File: config.mk
export PLATFORM = sky130hd
export DESIGN_NAME = crc16_framed_message_receiver
export DESIGN_NICKNAME = d
export VERILOG_FILES = /design/src/hdl/crc16fr_pkg.sv /design/src/hdl/crc16fr_crc_step.sv /design/src/hdl/crc16_framed_message_receiver.sv
export SDC_FILE = /design/constraint.sdc
export NUM_CORES = 1
export LEC_CHECK = 0
export ABC_AREA = 1
export CORE_ASPECT_RATIO = 0.6
export CORE_MARGIN = 10
export CORE_UTILIZATION = 35
export CTS_BUF_LIST = sky130_fd_sc_hd__clkbuf_16
export DETAILED_ROUTE_END_ITERATION = 10
export DONT_BUFFER_PORTS = 1
export PLACE_DENSITY_LB_ADDON = 0.1
export SLEW_MARGIN = 20
export SYNTH_ARGS = -nofsm -noshare
export SYNTH_HDL_FRONTEND = slang
export SYNTH_SLANG_ARGS = --single-unit
File: constraint.sdc
create_clock -name i_clk -period 3.2 [get_ports i_clk]
set_input_delay 0.96 -clock i_clk [delete_from_list [all_inputs] [get_ports i_clk]]
set_output_delay 0.96 -clock i_clk [all_outputs]
set_load 0.1 [all_outputs]
File: src/hdl/crc16fr_pkg.sv
`timescale 1ns / 1ps
`default_nettype none

package crc16fr_pkg;

    typedef enum logic [2:0] {
        PH_HUNT    = 3'd0,
        PH_CMD     = 3'd1,
        PH_LEN_LO  = 3'd2,
        PH_LEN_HI  = 3'd3,
        PH_PAYLOAD = 3'd4,
        PH_CRC_LO  = 3'd5,
        PH_CRC_HI  = 3'd6,
        PH_EOF     = 3'd7
    } t_phase;

    typedef logic [2:0] t_status;

    localparam t_status ST_NONE     = 3'd0;
    localparam t_status ST_OK       = 3'd1;
    localparam t_status ST_OVERSIZE = 3'd2;
    localparam t_status ST_CRC_BAD  = 3'd3;
    localparam t_status ST_EOF_BAD  = 3'd4;

    typedef logic [1:0] t_cfg_index;

    localparam t_cfg_index CFG_START_MARKER = 2'd0;
    localparam t_cfg_index CFG_END_MARKER   = 2'd1;
    localparam t_cfg_index CFG_MAX_LENGTH   = 2'd2;

    localparam logic [7:0]  START_MARKER_RST = 8'hAA;
    localparam logic [7:0]  END_MARKER_RST   = 8'h55;
    localparam logic [15:0] MAX_LENGTH_RST   = 16'd256;

    localparam logic [15:0] CRC_INIT = 16'hFFFF;
    localparam logic [15:0] CRC_POLY = 16'h1021;

endpackage

`default_nettype wire

File: src/hdl/crc16fr_crc_step.sv
`timescale 1ns / 1ps
`default_nettype none

module crc16fr_crc_step (
    input  wire logic [15:0] i_crc,
    input  wire logic [7:0]  i_byte,
    output logic      [15:0] o_crc
);

    always_comb begin
        logic [15:0] c;
        c = i_crc ^ {i_byte, 8'h00};
        for (int k = 0; k < 8; k++) begin
            if (c[15]) begin
                c = {c[14:0], 1'b0} ^ crc16fr_pkg::CRC_POLY;
            end else begin
                c = {c[14:0], 1'b0};
            end
        end
        o_crc = c;
    end

endmodule

`default_nettype wire

File: src/hdl/crc16_framed_message_receiver.sv
`timescale 1ns / 1ps
`default_nettype none

// Channel   Direction  Handshake                 Payload
// rx        in         i_rx_valid / o_rx_ready   i_rx_byte
// result    out        o_res_valid / i_res_ready payload and frame status fields
// cfg       in         i_cfg_valid / o_cfg_ready i_cfg_index, i_cfg_data
//
// One received byte is taken per cycle; its result is written to the output register on the
// clock edge that takes the request. The frame state and the CRC update on that same edge.
// The input is stalled only while the output register is full and not being taken.
// Reset returns to hunting for a start marker and restores the register defaults.

module crc16_framed_message_receiver (
    input  wire logic        i_clk,
    input  wire logic        i_rst_n,

    input  wire logic        i_rx_valid,
    output logic             o_rx_ready,
    input  wire logic [7:0]  i_rx_byte,

    output logic             o_res_valid,
    input  wire logic        i_res_ready,
    output logic             o_payload_valid,
    output logic [7:0]       o_payload_byte,
    output logic [15:0]      o_payload_index,
    output logic [2:0]       o_frame_status,
    output logic [7:0]       o_frame_command,
    output logic [15:0]      o_frame_length,

    input  wire logic        i_cfg_valid,
    output logic             o_cfg_ready,
    input  wire logic [1:0]  i_cfg_index,
    input  wire logic [15:0] i_cfg_data
);

    logic [7:0]  r_start_marker;
    logic [7:0]  r_end_marker;
    logic [15:0] r_max_length;

    crc16fr_pkg::t_phase r_phase, n_phase;
    logic [7:0]  r_cmd, n_cmd;
    logic [15:0] r_len, n_len;
    logic [15:0] r_count, n_count;
    logic [15:0] r_crc, n_crc;
    logic [15:0] r_rx_crc, n_rx_crc;

    logic        r_res_valid;
    logic        r_pv, n_pv;
    logic [7:0]  r_pb, n_pb;
    logic [15:0] r_pi, n_pi;
    crc16fr_pkg::t_status r_st, n_st;
    logic [7:0]  r_fc, n_fc;
    logic [15:0] r_fl, n_fl;

    logic        accept;
    logic [15:0] crc_base;
    logic [15:0] crc_fed;
    logic [15:0] len_full;
    logic [15:0] count_inc;

    assign o_cfg_ready = 1'b1;
    assign o_rx_ready  = !r_res_valid || i_res_ready;
    assign accept      = i_rx_valid && o_rx_ready;

    assign crc_base  = (r_phase == crc16fr_pkg::PH_HUNT) ? crc16fr_pkg::CRC_INIT : r_crc;
    assign len_full  = {i_rx_byte, r_len[7:0]};
    assign count_inc = r_count + 16'd1;

    crc16fr_crc_step u_crc_step (
        .i_crc  (crc_base),
        .i_byte (i_rx_byte),
        .o_crc  (crc_fed)
    );

    always_ff @(posedge i_clk) begin
        if (!i_rst_n) begin
            r_start_marker <= crc16fr_pkg::START_MARKER_RST;
            r_end_marker   <= crc16fr_pkg::END_MARKER_RST;
            r_max_length   <= crc16fr_pkg::MAX_LENGTH_RST;
        end else if (i_cfg_valid) begin
            case (i_cfg_index)
                crc16fr_pkg::CFG_START_MARKER: r_start_marker <= i_cfg_data[7:0];
                crc16fr_pkg::CFG_END_MARKER:   r_end_marker   <= i_cfg_data[7:0];
                crc16fr_pkg::CFG_MAX_LENGTH:   r_max_length   <= i_cfg_data;
                default: begin
                end
            endcase
        end
    end

    // Next state of the frame tracker.
    always_comb begin
        n_phase  = r_phase;
        n_cmd    = r_cmd;
        n_len    = r_len;
        n_count  = r_count;
        n_crc    = r_crc;
        n_rx_crc = r_rx_crc;
        case (r_phase)
            crc16fr_pkg::PH_HUNT: begin
                if (i_rx_byte == r_start_marker) begin
                    n_crc   = crc_fed;
                    n_count = 16'd0;
                    n_phase = crc16fr_pkg::PH_CMD;
                end
            end
            crc16fr_pkg::PH_CMD: begin
                n_cmd   = i_rx_byte;
                n_crc   = crc_fed;
                n_phase = crc16fr_pkg::PH_LEN_LO;
            end
            crc16fr_pkg::PH_LEN_LO: begin
                n_len   = {8'h00, i_rx_byte};
                n_crc   = crc_fed;
                n_phase = crc16fr_pkg::PH_LEN_HI;
            end
            crc16fr_pkg::PH_LEN_HI: begin
                n_len   = len_full;
                n_crc   = crc_fed;
                n_count = 16'd0;
                if (len_full > r_max_length) begin
                    n_phase = crc16fr_pkg::PH_HUNT;
                end else if (len_full == 16'd0) begin
                    n_phase = crc16fr_pkg::PH_CRC_LO;
                end else begin
                    n_phase = crc16fr_pkg::PH_PAYLOAD;
                end
            end
            crc16fr_pkg::PH_PAYLOAD: begin
                n_crc   = crc_fed;
                n_count = count_inc;
                if (count_inc >= r_len) begin
                    n_phase = crc16fr_pkg::PH_CRC_LO;
                end
            end
            crc16fr_pkg::PH_CRC_LO: begin
                n_rx_crc = {8'h00, i_rx_byte};
                n_phase  = crc16fr_pkg::PH_CRC_HI;
            end
            crc16fr_pkg::PH_CRC_HI: begin
                n_rx_crc = {i_rx_byte, r_rx_crc[7:0]};
                n_phase  = crc16fr_pkg::PH_EOF;
            end
            default: begin
                n_phase = crc16fr_pkg::PH_HUNT;
            end
        endcase
    end

    // Result fields for the byte being taken.
    always_comb begin
        n_pv = 1'b0;
        n_pb = 8'h00;
        n_pi = 16'd0;
        n_st = crc16fr_pkg::ST_NONE;
        n_fc = 8'h00;
        n_fl = 16'd0;
        case (r_phase)
            crc16fr_pkg::PH_LEN_HI: begin
                if (len_full > r_max_length) begin
                    n_st = crc16fr_pkg::ST_OVERSIZE;
                    n_fc = r_cmd;
                    n_fl = len_full;
                end
            end
            crc16fr_pkg::PH_PAYLOAD: begin
                n_pv = 1'b1;
                n_pb = i_rx_byte;
                n_pi = r_count;
            end
            crc16fr_pkg::PH_EOF: begin
                if (i_rx_byte != r_end_marker) begin
                    n_st = crc16fr_pkg::ST_EOF_BAD;
                end else if (r_crc != r_rx_crc) begin
                    n_st = crc16fr_pkg::ST_CRC_BAD;
                end else begin
                    n_st = crc16fr_pkg::ST_OK;
                end
                n_fc = r_cmd;
                n_fl = r_len;
            end
            default: begin
            end
        endcase
    end

    always_ff @(posedge i_clk) begin
        if (!i_rst_n) begin
            r_phase     <= crc16fr_pkg::PH_HUNT;
            r_cmd       <= 8'h00;
            r_len       <= 16'd0;
            r_count     <= 16'd0;
            r_crc       <= crc16fr_pkg::CRC_INIT;
            r_rx_crc    <= 16'd0;
            r_res_valid <= 1'b0;
        end else begin
            if (accept) begin
                r_phase  <= n_phase;
                r_cmd    <= n_cmd;
                r_len    <= n_len;
                r_count  <= n_count;
                r_crc    <= n_crc;
                r_rx_crc <= n_rx_crc;
            end
            if (accept) begin
                r_res_valid <= 1'b1;
            end else if (i_res_ready) begin
                r_res_valid <= 1'b0;
            end
        end
    end

    always_ff @(posedge i_clk) begin
        if (accept) begin
            r_pv <= n_pv;
            r_pb <= n_pb;
            r_pi <= n_pi;
            r_st <= n_st;
            r_fc <= n_fc;
            r_fl <= n_fl;
        end
    end

    assign o_res_valid     = r_res_valid;
    assign o_payload_valid = r_pv;
    assign o_payload_byte  = r_pb;
    assign o_payload_index = r_pi;
    assign o_frame_status  = r_st;
    assign o_frame_command = r_fc;
    assign o_frame_length  = r_fl;

endmodule

`default_nettype wire

Yosys cells after proc, flatten, opt, wreduce, memory -nomap -nowiden

Cells that the tools add are included.

Register bits after elaboration: 160
Input port bits: 31
Output and inout port bits: 55
Word-level logic and storage cells: 100

Add/sub/neg operators: 1
Magnitude comparators: 2
Equal/unequal tests: 14
Muxes and demuxes: 31
Bitwise operators: 11
Reduce and logical (&&, ||, !) cells: 23

Operators by type and width:

| cell                                                                   | number |
|---|---|
| 16-bit case mux with 2 select lines                                    | 4 |
| 13-bit two-way mux                                                     | 8 |
| 16-bit two-way mux                                                     | 4 |
| 16-bit case mux with 3 select lines                                    | 1 |
| 3-bit NOT                                                              | 8 |
| 3-bit case mux with 7 select lines                                     | 1 |
| 16-bit by 1-bit adder with 16-bit output (second input constant)       | 1 |
| 16-bit greater-or-equal comparator                                     | 1 |
| 16-bit > comparator                                                    | 1 |
| 16-bit zero test                                                       | 1 |
| 16-bit != test                                                         | 1 |
| 8-bit case mux with 2 select lines                                     | 1 |
| 16-bit XOR                                                             | 1 |
| 3-bit AND reduction                                                    | 5 |
| 3-bit equality test (second input constant)                            | 4 |
| 3-bit two-way mux                                                      | 4 |
| 2-bit AND reduction                                                    | 6 |
| 8-bit equality test                                                    | 1 |
| 8-bit two-way mux                                                      | 1 |
| 8-bit != test                                                          | 1 |
| 2-bit nonzero test                                                     | 4 |
| 3-bit by 2-bit equality test with 1-bit output (second input constant) | 2 |
| 3-bit case mux with 2 select lines                                     | 1 |
| 1-bit two-way mux                                                      | 4 |
| other kinds (14)                                                       | 16 |

Depth between registers and ports, before layout

Word-level depth: 21
Gate-level depth with buffers: 19
Gate-level depth less buffers: 19

Cells and area by module

A second synthesis with hierarchy kept.

Cell total of the unflattened synthesis: 1034
Area total of the unflattened synthesis: 8056.5 um2

By module, submodules not included:

| module                        | times used | cells an instance | area each (um2) | seq. area each (um2) |
|---|---|---|---|---|
| crc16_framed_message_receiver | 1          | 919               | 7567.3          | 3723.6 |
| crc16fr_crc_step              | 1          | 115               | 489.2           | 0.0 |

Worst setup path before layout

OpenSTA, ideal clock, no wires.

Path type: input to register
Start: input i_res_ready
End: register r_cmd[6]
Setup time: 119 ps
Arrival: 4011 ps
Data required time: 3081 ps
Setup slack: -931 ps
Cell stages on the path: 8
Path buffers: 1
Path through: inv_1 > nand2_1 > nand2_2 > inv_1 > nand4_1 > buf_2 > o21ai_0 > a21oi_1

Word-level cells in the longest chain between the ends: 3

Ends and longest elaborated chain:

| what                          | line                                 | RTL |
|---|---|---|
| start: declaration            | crc16_framed_message_receiver.sv:23  | `input wire logic i_res_ready,` |
| 1-bit logical OR              | crc16_framed_message_receiver.sv:63  | `assign o_rx_ready = !r_res_valid \|\| i_res_ready;` |
| net o_rx_ready                | crc16_framed_message_receiver.sv:19  | `output logic o_rx_ready,` |
| 1-bit logical AND             | crc16_framed_message_receiver.sv:64  | `assign accept = i_rx_valid && o_rx_ready;` |
| net accept                    | crc16_framed_message_receiver.sv:56  | `logic accept;` |
| 2-bit AND reduction (no line) | -                                    |  |
| end signal: assignment        | crc16_framed_message_receiver.sv:200 | `r_cmd <= n_cmd;` |
| end: declaration              | crc16_framed_message_receiver.sv:42  | `logic [7:0] r_cmd, n_cmd;` |

The timed path passes the listed nets, and every way through them passes these cells.
A chain may end at the register's enable or synchronous reset.

Worst setup path in the final report

Start: register r_count[0]
End: register r_phase[0]

Word-level cells in the longest chain between the ends: 4

Ends and longest elaborated chain:

| what                                     | line                                 | RTL |
|---|---|---|
| start: declaration                       | crc16_framed_message_receiver.sv:44  | `logic [15:0] r_count, n_count;` |
| start signal: assignment                 | crc16_framed_message_receiver.sv:202 | `r_count <= n_count;` |
| 16-bit by 1-bit adder with 16-bit output | crc16_framed_message_receiver.sv:68  | `assign count_inc = r_count + 16'd1;` |
| 16-bit greater-or-equal comparator       | crc16_framed_message_receiver.sv:133 | `if (count_inc >= r_len) begin` |
| 2-bit != test (no line)                  | -                                    |  |
| 3-bit AND reduction (no line)            | -                                    |  |
| end signal: assignment                   | crc16_framed_message_receiver.sv:190 | `r_phase <= crc16fr_pkg::PH_HUNT;` |
| end signal: assignment                   | crc16_framed_message_receiver.sv:199 | `r_phase <= n_phase;` |
| end: declaration                         | crc16_framed_message_receiver.sv:41  | `crc16fr_pkg::t_phase r_phase, n_phase;` |

Every way passes these cells.

==> flow_summary.ini <==
[grt]
grt_overflow_total = 0
grt_max_degree = 63
antenna_found_initial = 0
globalRouteTotalUtil_pct = 15.5
grt_pass1_wl_microns = 34100
via_count_of_the_first_global_routing_pass = 5660

[sta]
timing_max_transition_violations_final = 0
clock_skew_ns = 0.0122
setup_repair_after_global_routing_missed_its_margin = no
setup_total_negative_slack_ns = 0
report.final.hold_viol_count = 0
fin_crit_ns = 2.90
slew_headroom_pct = 35.2
tightestPinTransition_ns = 0.975
post-route-worst-setup-slack_ns = 0.296
setup_violations = 0
fmax_mhz = 344
final_min_period_over_clock_period_pct = 90.8
holdWs_ns = 0.452

[detailed_routing]
detail_routed_net_length_per_standard_cell_microns = 17.9
vias = 5930
drc = 0
first_iter_violations = 381
ant_nets = 0
vias_per_cell = 4.83
dr.pass1.iters = 4
detail_route.wirelength_microns = 22000

[synth]
synthTopCellsByArea = sky130_fd_sc_hd__dfxtp_1 (27%), sky130_fd_sc_hd__edfxtp_1 (20%), sky130_fd_sc_hd__nand2_1 (7.7%)
netlist-cell-type-count = 43
net_count_after_synthesis = 996
mean_syn_cell_area_sq_um = 8.45
async_reset_ff_share_pct = 0
post_syn_instances = 932
post_synth_instance_area_sq_mm = 0.00788
synth_commonest_cells = sky130_fd_sc_hd__nand2_1 (161), sky130_fd_sc_hd__dfxtp_1 (108), sky130_fd_sc_hd__inv_1 (106)
synth_enable_flop_cells = 52
ys_seq_elements = 160
post-synth-top-area-cell = sky130_fd_sc_hd__dfxtp_1
synthDominantCellAreaShare_pct = 27.5
dominantRegCellSynth = sky130_fd_sc_hd__dfxtp_1
synth_warnings = 0
synth_seq_area_share_pct = 47.3
yosysMostFrequentCell = sky130_fd_sc_hd__nand2_1

[clock_tree]
clock-root-buffer = sky130_fd_sc_hd__clkbuf_16
cts_buffers = 17
clk_pin_slew_worst_paths_ns = 0.07
clock_sink_count = 160
clkLatencyLatePin_ns = 0.44
postCtsHoldBufs = 0
htree_num_levels = 4
clock_path_buffers = 2
post_cts_resize_count = 0
postCtsSetupBuffers = 0
cts_tree = done

[critical_path]
critical_path_class = reg2reg
timing.critical_path.to_type = flip-flop
arrival_ns = 3.22
cp_max_fo = 4
required_ns = 3.51
element_type_at_the_critical_path_start = flip-flop

[placement]
io_buffer_count = 0
dpl.hpwl_microns = 16200
preCtsSetupSlack_ns = 0.254
postPlaceCellArea_sq_mm = 0.00817
routability_driven_placement_congestion_ratio = 0.795

[pwr]
p_per_area_mw_per_mm2 = 560
total_leakage_power_nw = 3.41
vdd_ir_drop_max_mv = 0.392

[floorplanning]
placeableCoreArea_sq_mm = 0.0221
pin_count = 86
std_cell_rows = 42
die_y_microns = 136
initial_core_util_pct = 35.7
die_width_microns = 214
die-area_sq_mm = 0.0291

[run_status]
run_status = finished, final reports clean

[final_layout]
design_area_sq_mm = 0.00874
area_delta_synth_final_pct = 11.0
drive_above_1_share_pct = 9.24
fin_nets = 993
antenna_cells_inserted = 0

[min_path]
worst_hold_path_type = reg2reg

[job]
max_cap_viols = 0
## logic make-up (layout without fill, tap and decap cells)
logic type	Yosys count	in the layout	synth area share, %
XOR/XNOR	59	59	7.90
AND/OR/NAND/NOR	344	344	19.6
adder cells (fa/ha/maj)	33	33	5.24
AO/OA/AOI/OAI	183	183	12.0
flip-flops	160	160	47.3
buffers and inverters	152	162	7.94
other	1	1	0.0476
## where the power goes
group          switching (mW)  internal (mW)
Sequential              0.268           2.18
Combinational           0.288          0.142
Clock                   0.880           1.14
## sequential cells by signal (all words and copies together), names as in the netlist, 8 cells and up
register	flops
o_frame_command	8
r_crc	16
o_payload_index	16
o_payload_byte	8
r_end_marker	8
r_max_length	16
r_rx_crc	16
r_start_marker	8
o_frame_length	16
r_len	16
r_count	16
r_cmd	8
## routing by layer
layer	track usage (%)	wire, microns	vias to the layer above
met1	24.0	12200	2781
met3	3.98	1140	11
li1	-	-	3026
met4	3.76	172	0
met5	0	0	-
met2	20.2	8470	112
## layout by cell type (no fill, tap or decap), types with 2 or more instances in the layout
master	Yosys	routed
sky130_fd_sc_hd__nor2_1	101	100
sky130_fd_sc_hd__nand4_1	10	10
sky130_fd_sc_hd__xnor2_1	22	22
sky130_fd_sc_hd__nand3_2	1	2
sky130_fd_sc_hd__xor2_4	4	4
sky130_fd_sc_hd__inv_1	106	107
sky130_fd_sc_hd__o21ai_1	11	11
sky130_fd_sc_hd__nand2_1	161	160
sky130_fd_sc_hd__o211ai_1	4	4
sky130_fd_sc_hd__edfxtp_1	52	52
sky130_fd_sc_hd__buf_4	3	11
sky130_fd_sc_hd__nand3_1	36	35
sky130_fd_sc_hd__a21oi_1	101	101
sky130_fd_sc_hd__o21ai_0	61	61
sky130_fd_sc_hd__nand2_4	4	6
sky130_fd_sc_hd__bufinv_16	0	2
sky130_fd_sc_hd__nor4_1	4	4
sky130_fd_sc_hd__nor3_1	9	8
sky130_fd_sc_hd__a211oi_1	2	2
sky130_fd_sc_hd__or2_2	3	3
sky130_fd_sc_hd__ha_1	33	33
sky130_fd_sc_hd__xor2_1	29	29
sky130_fd_sc_hd__dfxtp_1	108	107
sky130_fd_sc_hd__nor3_2	1	2
sky130_fd_sc_hd__nor2_4	3	3
sky130_fd_sc_hd__clkinvlp_4	0	4
sky130_fd_sc_hd__clkinv_4	1	4
sky130_fd_sc_hd__inv_6	0	2
sky130_fd_sc_hd__clkinv_1	0	3
sky130_fd_sc_hd__clkbuf_16	0	17
sky130_fd_sc_hd__nor2_8	2	2
sky130_fd_sc_hd__nand2_2	4	3
sky130_fd_sc_hd__xnor2_2	4	4
sky130_fd_sc_hd__nor3_4	2	2
sky130_fd_sc_hd__inv_2	12	12
## area by class of cell
class,instances,area (sq um)
Clock inverter,15,145
Tap cell,286,358
Multi-Input combinational cell,620,3550
Timing Repair Buffer,11,82.6
Inverter,119,455
Clock buffer,17,425
Sequential cell,160,3720
Fill cell,2230,13300
## path summary, 6_finish.rpt
| kind | start | to | slack [ns] | cells past startpoint |
|---|---|---|---|---|
| setup / recovery | r_count[0] | r_phase[0] | 0.30 | 17 |
| setup reg to reg | r_count[0] | r_phase[0] | 0.30 | 17 |
| hold / removal | r_cmd[5] | r_cmd[5] | 0.45 | 2 |
| hold reg to reg | r_cmd[5] | r_cmd[5] | 0.45 | 2 |
## worst max-delay path, stage by stage (launching register included)
cell	delay, ns
sky130_fd_sc_hd__dfxtp_1	0.36
sky130_fd_sc_hd__inv_1	0.13
sky130_fd_sc_hd__nor3_4	0.24
sky130_fd_sc_hd__nand3_2	0.20
sky130_fd_sc_hd__nor2_4	0.18
sky130_fd_sc_hd__nand2_1	0.14
sky130_fd_sc_hd__nor2_1	0.12
sky130_fd_sc_hd__nand3_1	0.08
sky130_fd_sc_hd__and2_1	0.15
sky130_fd_sc_hd__ha_1	0.28
sky130_fd_sc_hd__a21oi_1	0.15
sky130_fd_sc_hd__nand2_1	0.09
sky130_fd_sc_hd__a21oi_1	0.16
sky130_fd_sc_hd__nand4_1	0.15
sky130_fd_sc_hd__nand2_1	0.14
sky130_fd_sc_hd__inv_1	0.07
sky130_fd_sc_hd__nand2_1	0.07
sky130_fd_sc_hd__a21oi_1	0.06
## stage by stage
stage | util (%) | instances | power, mW
3_5_place_dp | 37.0 | 1196 | 2.92
2_1_floorplan | - | 932 | 2.83
6_report | 39.6 | 1228 | 4.90
4_1_cts | 39.6 | 1228 | 4.94
5_1_grt | 39.6 | 1228 | 5.09
3_3_place_gp | 37.0 | 1196 | 2.92
Power figures use the tool's default switching activity.
